[src/design/sorted_key_table_lookup_top_macros.svh]
// Assertion macros shared by the lookup block.
`ifndef SORTED_KEY_TABLE_LOOKUP_TOP_MACROS_SVH
`define SORTED_KEY_TABLE_LOOKUP_TOP_MACROS_SVH

// Same-cycle implication, checked once reset has been released.
`define SKTL_ASSERT_NOW(label, ante, cons, msg) \
  label: assert property (@(posedge clk) disable iff (!rst_n) (ante) |-> (cons)) \
    else $error(msg);

// Next-cycle implication, checked once reset has been released.
`define SKTL_ASSERT_NEXT(label, ante, cons, msg) \
  label: assert property (@(posedge clk) disable iff (!rst_n) (ante) |=> (cons)) \
    else $error(msg);

`endif

[src/design/sktl_pkg.sv]
package sktl_pkg;

  localparam int TABLE_DEPTH = 65536;
  localparam int IDX_W       = $clog2(TABLE_DEPTH);
  localparam int CNT_W       = IDX_W + 1;
  localparam int CFG_W       = 17;
  localparam int ENTRY_W     = 64;
  localparam int MATCH_W     = 16;
  localparam int SNAP_HALF   = 4;
  localparam int SCAN_LIMIT  = 9;

  localparam logic REQ_LOAD  = 1'b0;
  localparam logic REQ_PROBE = 1'b1;

  typedef struct packed {
    logic [31:0]      prim;
    logic [15:0]      sec;
    logic [CNT_W-1:0] count;
  } probe_req_t;

  typedef struct packed {
    logic               found;
    logic [MATCH_W-1:0] index;
    logic [7:0]         first;
    logic [7:0]         second;
  } probe_res_t;

endpackage

[src/design/sktl_search.sv]
`include "sorted_key_table_lookup_top_macros.svh"

module sktl_search (
  input  logic                              clk,
  input  logic                              rst_n,
  input  logic                              go,
  input  sktl_pkg::probe_req_t              req,
  output logic                              busy,
  output logic [sktl_pkg::IDX_W-1:0]        rd_addr,
  input  logic [sktl_pkg::ENTRY_W-1:0]      rd_data,
  output logic                              res_valid,
  output sktl_pkg::probe_res_t              res
);

  localparam int CW = sktl_pkg::CNT_W;
  localparam int IW = sktl_pkg::IDX_W;

  typedef enum logic [1:0] {ST_IDLE, ST_ISSUE, ST_CMP, ST_SCAN} state_t;

  state_t               state_r, state_nxt;
  logic [31:0]          kp_r, kp_nxt;
  logic [15:0]          ks_r, ks_nxt;
  logic [CW-1:0]        cnt_r, cnt_nxt;
  logic [CW-1:0]        start_r, start_nxt;
  logic [CW-1:0]        end_r, end_nxt;
  logic [CW-1:0]        mid_r, mid_nxt;
  logic [CW-1:0]        scan_i_r, scan_i_nxt;
  logic                 pend_r, pend_nxt;
  logic [CW-1:0]        pend_idx_r, pend_idx_nxt;
  logic                 res_valid_r, res_valid_nxt;
  sktl_pkg::probe_res_t res_r, res_nxt;

  logic [CW:0]   mid_sum;
  logic [CW-1:0] mid_c;
  logic [CW:0]   hi_sum;
  logic [CW-1:0] snap_lo, snap_hi;
  logic [31:0]   e_prim;
  logic [15:0]   e_sec;

  assign mid_sum = {1'b0, start_r} + {1'b0, end_r};
  assign mid_c   = mid_sum[CW:1];
  assign hi_sum  = {1'b0, mid_r} + (CW + 1)'(sktl_pkg::SNAP_HALF);
  assign snap_lo = (mid_r >= CW'(sktl_pkg::SNAP_HALF)) ?
                   (mid_r - CW'(sktl_pkg::SNAP_HALF)) : '0;
  assign snap_hi = (hi_sum < {1'b0, cnt_r}) ? hi_sum[CW-1:0] : cnt_r;
  assign e_prim  = rd_data[63:32];
  assign e_sec   = rd_data[31:16];

  always_comb begin
    rd_addr = '0;
    case (state_r)
      ST_ISSUE: rd_addr = mid_c[IW-1:0];
      ST_SCAN:  rd_addr = scan_i_r[IW-1:0];
      default:  rd_addr = '0;
    endcase
  end

  always_comb begin
    logic [CW-1:0] new_s;
    logic [CW-1:0] new_e;
    logic          issue;
    new_s         = start_r;
    new_e         = end_r;
    issue         = 1'b0;
    state_nxt     = state_r;
    kp_nxt        = kp_r;
    ks_nxt        = ks_r;
    cnt_nxt       = cnt_r;
    start_nxt     = start_r;
    end_nxt       = end_r;
    mid_nxt       = mid_r;
    scan_i_nxt    = scan_i_r;
    pend_nxt      = pend_r;
    pend_idx_nxt  = pend_idx_r;
    res_valid_nxt = 1'b0;
    res_nxt       = res_r;
    case (state_r)
      ST_IDLE: begin
        if (go) begin
          kp_nxt    = req.prim;
          ks_nxt    = req.sec;
          cnt_nxt   = req.count;
          start_nxt = '0;
          end_nxt   = req.count;
          if (req.count == '0) begin
            // An empty table answers at once with a miss.
            res_valid_nxt = 1'b1;
            res_nxt       = '0;
          end else begin
            state_nxt = ST_ISSUE;
          end
        end
      end
      ST_ISSUE: begin
        mid_nxt   = mid_c;
        state_nxt = ST_CMP;
      end
      ST_CMP: begin
        if (e_prim < kp_r) begin
          new_s = mid_r;
          new_e = end_r;
        end else if (e_prim > kp_r) begin
          new_s = start_r;
          new_e = mid_r;
        end else begin
          // Primary key hit: narrow to a small window around the midpoint.
          new_s = snap_lo;
          new_e = snap_hi;
        end
        start_nxt = new_s;
        end_nxt   = new_e;
        if ((new_e - new_s) < CW'(sktl_pkg::SCAN_LIMIT)) begin
          scan_i_nxt = new_s;
          pend_nxt   = 1'b0;
          state_nxt  = ST_SCAN;
        end else begin
          state_nxt = ST_ISSUE;
        end
      end
      ST_SCAN: begin
        // Reads are issued back to back; each beat of data is checked in the cycle after its read.
        issue        = (scan_i_r < end_r);
        pend_nxt     = issue;
        pend_idx_nxt = scan_i_r;
        if (issue) begin
          scan_i_nxt = scan_i_r + CW'(1);
        end
        if (pend_r && (e_prim == kp_r) && (e_sec == ks_r)) begin
          res_valid_nxt = 1'b1;
          res_nxt.found  = 1'b1;
          res_nxt.index  = sktl_pkg::MATCH_W'(pend_idx_r);
          res_nxt.first  = rd_data[15:8];
          res_nxt.second = rd_data[7:0];
          pend_nxt       = 1'b0;
          state_nxt      = ST_IDLE;
        end else if (!issue && !pend_r) begin
          res_valid_nxt = 1'b1;
          res_nxt       = '0;
          state_nxt     = ST_IDLE;
        end
      end
      default: begin
        state_nxt = ST_IDLE;
      end
    endcase
  end

  always_ff @(posedge clk) begin
    if (!rst_n) begin
      state_r     <= ST_IDLE;
      start_r     <= '0;
      end_r       <= '0;
      pend_r      <= 1'b0;
      res_valid_r <= 1'b0;
    end else begin
      state_r     <= state_nxt;
      start_r     <= start_nxt;
      end_r       <= end_nxt;
      pend_r      <= pend_nxt;
      res_valid_r <= res_valid_nxt;
    end
    kp_r       <= kp_nxt;
    ks_r       <= ks_nxt;
    cnt_r      <= cnt_nxt;
    mid_r      <= mid_nxt;
    scan_i_r   <= scan_i_nxt;
    pend_idx_r <= pend_idx_nxt;
    res_r      <= res_nxt;
  end

  assign busy      = (state_r != ST_IDLE);
  assign res_valid = res_valid_r;
  assign res       = res_r;

  `SKTL_ASSERT_NOW(a_strobe_when_idle, res_valid_r, state_r == ST_IDLE, "result strobe during a search")
  `SKTL_ASSERT_NEXT(a_probe_starts, (state_r == ST_IDLE) && go && (req.count != '0),
                    state_r == ST_ISSUE, "probe of a non-empty table did not start a search")
  `SKTL_ASSERT_NOW(a_miss_zero, res_valid_r && !res_r.found,
                   (res_r.index == '0) && (res_r.first == '0) && (res_r.second == '0),
                   "miss reported with non-zero payload")
  `SKTL_ASSERT_NOW(a_window_in_table, state_r != ST_IDLE,
                   (start_r <= end_r) && (end_r <= cnt_r), "search window outside the table")
  `SKTL_ASSERT_NOW(a_scan_bounded, state_r == ST_SCAN,
                   (scan_i_r <= end_r) && ((end_r - start_r) < CW'(sktl_pkg::SCAN_LIMIT)),
                   "scan ran past its window")

endmodule

[config.mk]
export PLATFORM = sky130hd
export DESIGN_NAME = sktl_search
export DESIGN_NICKNAME = d
export VERILOG_FILES = /design/src/design/sktl_pkg.sv /design/src/design/sktl_search.sv
export VERILOG_INCLUDE_DIRS = /design/src /design/src/design
export SDC_FILE = /design/constraint.sdc
export NUM_CORES = 1
export LEC_CHECK = 0
export BUFFER_PORTS_ARGS = -buffer_cell sky130_fd_sc_hd__buf_2
export CORE_MARGIN = 1
export CORE_UTILIZATION = 63
export CTS_CLUSTER_SIZE = 16
export DETAILED_ROUTE_END_ITERATION = 7
export PLACE_DENSITY = 0.87
export SYNTH_ARGS = -nofsm -noshare
export SYNTH_HDL_FRONTEND = slang
export SYNTH_SLANG_ARGS = --single-unit
[constraint.sdc]
create_clock -name clk -period 15.25 [get_ports clk]
set_clock_uncertainty 0.15 [all_clocks]
set_input_delay 2.2875 -clock clk [delete_from_list [all_inputs] [get_ports clk]]
set_output_delay 2.2875 -clock clk [all_outputs]
set_load 0.005 [all_outputs]
==> metrics <==
core footprint 18600 um2; CTS sink cnt 186; NumNets Final 1604; achievable clock frequency ~120 MHz; Worst slew margin 26.0%; post-synthesis instance total 1211; post-layout util 73.2%; number of vias per cell approximately 6.5; CP Data Arrival Time approximately 8 ns; fin crit period 8.03 ns; H-tree levels 4; Setup crit start kind input port; Syn Std Cell Area 12000 um2; TritonCTS clock tree built; DRC 4; worst vdd ir 0.126 mV; Root Driver clkbuf_16; post-place setup slack about 6.9 ns; clk_lat worst skew 0.45 ns; total track usage about a third; WP data required 15.24 ns; number of fillers in the final layout 1332; failing checks DRC; first-pass GRT wire length 51.3 mm; RSZ-0062 raised after global routing false; final worst slack 7.22 ns; CTS buffer count 17; setup violators final 0; initial antenna violation count 0; Seq cells post-synth about 190; highest net fanout along the worst path 24; post-synth cell types 70; number of synthesized flops with an enable pin about 150; First-pass DRT Iterations 7; commonest cells after routing, fill and taps aside 182 x buf_2, 148 x edfxtp_1, 103 x ha_1; RePlAce Congestion 0.961; outcome complete, but fails checks; number of global-route vias before repair around 10000; measured slew at the worst slew-check pin 1.11 ns; Syn Area/Cell between 9 and 10 um2; die area around 20000 um2; WL/cell approximately 20 um; cell leakage power 5.63 nW; largest net degree at the start of global routing 92; cts hold-fix bufs 0; commonest non-fill, non-tap cell in the layout buf_2; slowest library cell on the worst path a211o_1; Slew Limit Fails 0; DP HPWL 24.0 mm; Die Height ~140 um; gr ovfl total 0; worst-path cell chain buf_2 -> ha_1 -> nand4_1 -> or3_1 -> a21oi_1 -> or4_1 -> a211o_1 -> nand2_1 -> a22o_1 -> ha_1 -> fa_1 -> nor2b_1 -> o31a_1 -> o211ai_1 -> and3_1 -> a221o_1 -> nor4_1 -> nand3_1 -> a2111oi_4 -> nor3_2 -> a21oi_1 -> buf_4; Cell Pwr Density 126 nW/um2; worst setup path class input port to flip-flop; Final period util 52.6%; TNS Setup 0 ns; async set-or-reset flop fraction in the synthesized netlist 0%; most used flip-flop cell after synthesis edfxtp_1; remaining antenna violation count 0; CP max stage delay 0.76 ns; DR iter-0 viols between 1000 and 1500; Buffers on Ports roughly 180; setup bufs post-CTS 0; I/O pins 183; maxcap violations 0; Final Hold Viols 0; CP Capture Type flip-flop; Top delay family on crit path compound AO/OA/AOI/OAI gates; Layout area overhead 14.1%; clock slew at reported path FFs 0.08 ns; clock buffer depth 2; Buf+Inv Stages, Crit Path 2; cts repair resizes 0; detailed-route via count 10438; Initial Util between 60% and 70%; HP Class flip-flop to flip-flop; row cnt 50; layout cells sized above 1 18.3%; die width 140 um; Yosys warnings 0; sequential-to-total area share from yosys stat around 44%; Syn Nets ~1400; WL final 32.6 mm
## per-stage QoR
stage	cell area [um2]	instances	power (mW)	hold slack, ns
CTS	13600	1613	1.70	0.321
finish	13700	1614	1.72	0.322
detailed placement	13000	1581	1.24	0.310
floorplan	12000	1211	1.07	0.288
global placement	13000	1581	1.22	0.295
global route	13600	1613	1.79	0.362
## flip-flops by register name, summed over array words and instances, names as in the netlist
| signal | count |
|---|---|
| pend_r | 1 |
| mid_r | 17 |
| res | 33 |
| start_r | 17 |
| scan_i_r | 17 |
| res_valid | 1 |
| cnt_r | 17 |
| pend_idx_r | 16 |
| kp_r | 32 |
| ks_r | 16 |
| end_r | 17 |
| state_r | 2 |
## cell families (layout without fill, tap and decap cells)
family	after synthesis	count (layout)	share of synthesized area, %
other	0	1	0
multiplexers	35	35	2.97
buffers and inverters	152	320	5.14
adder cells (fa/ha/maj)	106	106	11.2
AND/OR/NAND/NOR	357	357	15.5
XOR/XNOR	57	57	4.17
flip-flops	186	186	43.5
AO/OA/AOI/OAI	318	318	17.5
## power by group
| part | internal (mW) | total, mW | switching [mW] |
|---|---|---|---|
| Sequential | 0.613 | 0.666 | 0.0533 |
| Clock | 0.237 | 0.462 | 0.225 |
| Combinational | 0.226 | 0.591 | 0.365 |
| Total | 1.08 | 1.72 | 0.643 |
## worst paths after layout
kind | start | endpoint | slack [ns] | cells past startpoint
hold reg to reg | pend_r$_SDFFE_PN0P_ | pend_r$_SDFFE_PN0P_ | 0.32 | 2
setup reg to reg | mid_r[2]$_DFFE_PP_ | scan_i_r[14]$_DFFE_PP_ | 7.39 | 28
hold / removal | pend_r$_SDFFE_PN0P_ | pend_r$_SDFFE_PN0P_ | 0.32 | 2
setup / recovery | rd_data[47] | scan_i_r[14]$_DFFE_PP_ | 7.22 | 22
## cell type report
type | instances | area (um2) | share of cell area [%]
multi-input cells | 873 | 6180 | 45.3
inverters | 95 | 357 | 2.61
flip-flops and latches | 186 | 5200 | 38.1
well taps | 234 | 293 | 2.14
diodes | 1 | 2.50 | 0.0183
repair buffers | 193 | 993 | 7.28
clock inverters | 15 | 196 | 1.44
clock buffers | 17 | 425 | 3.12
## layer usage
metal / track usage [%] / vias to the layer above / routed length (um)
li1: - / 4790 / -
met1: 41.0 / 4843 / 12300
met2: 56.0 / 645 / 15500
met3: 6.02 / 160 / 2910
met4: 21.8 / 0 / 1970
met5: 0 / - / 0
## synth_stat cells (all sizes together) (11+ instances only)
master  count  area (um2)
a211oi     22         165
a21o       11        82.6
a21oi      94         470
a22o       18         158
and2       11        71.3
and3       43         269
buf        15         100
clkbuf     42         158
dfxtp      38         761
edfxtp    148        4440
ha        104        1300
inv        95         357
mux2i      31         310
nand2      66         248
nand2b     14        95.1
nand3      28         140
nand4      17         113
nor2       94         353
nor2b      11        68.8
nor3       26         140
nor4       15         115
o211ai     21         163
o21a       16         120
o21ai      64         320
or3        12        75.1
xnor2      27         236
xor2       30         263
## tightest hold or removal path, delay by kind of cell (launching register included)
kind | cells | cell delay [ns]
simple gates | 1 | 0.05
mux | 1 | 0.06
flops | 1 | 0.32
(Power assumes the default switching activity.)
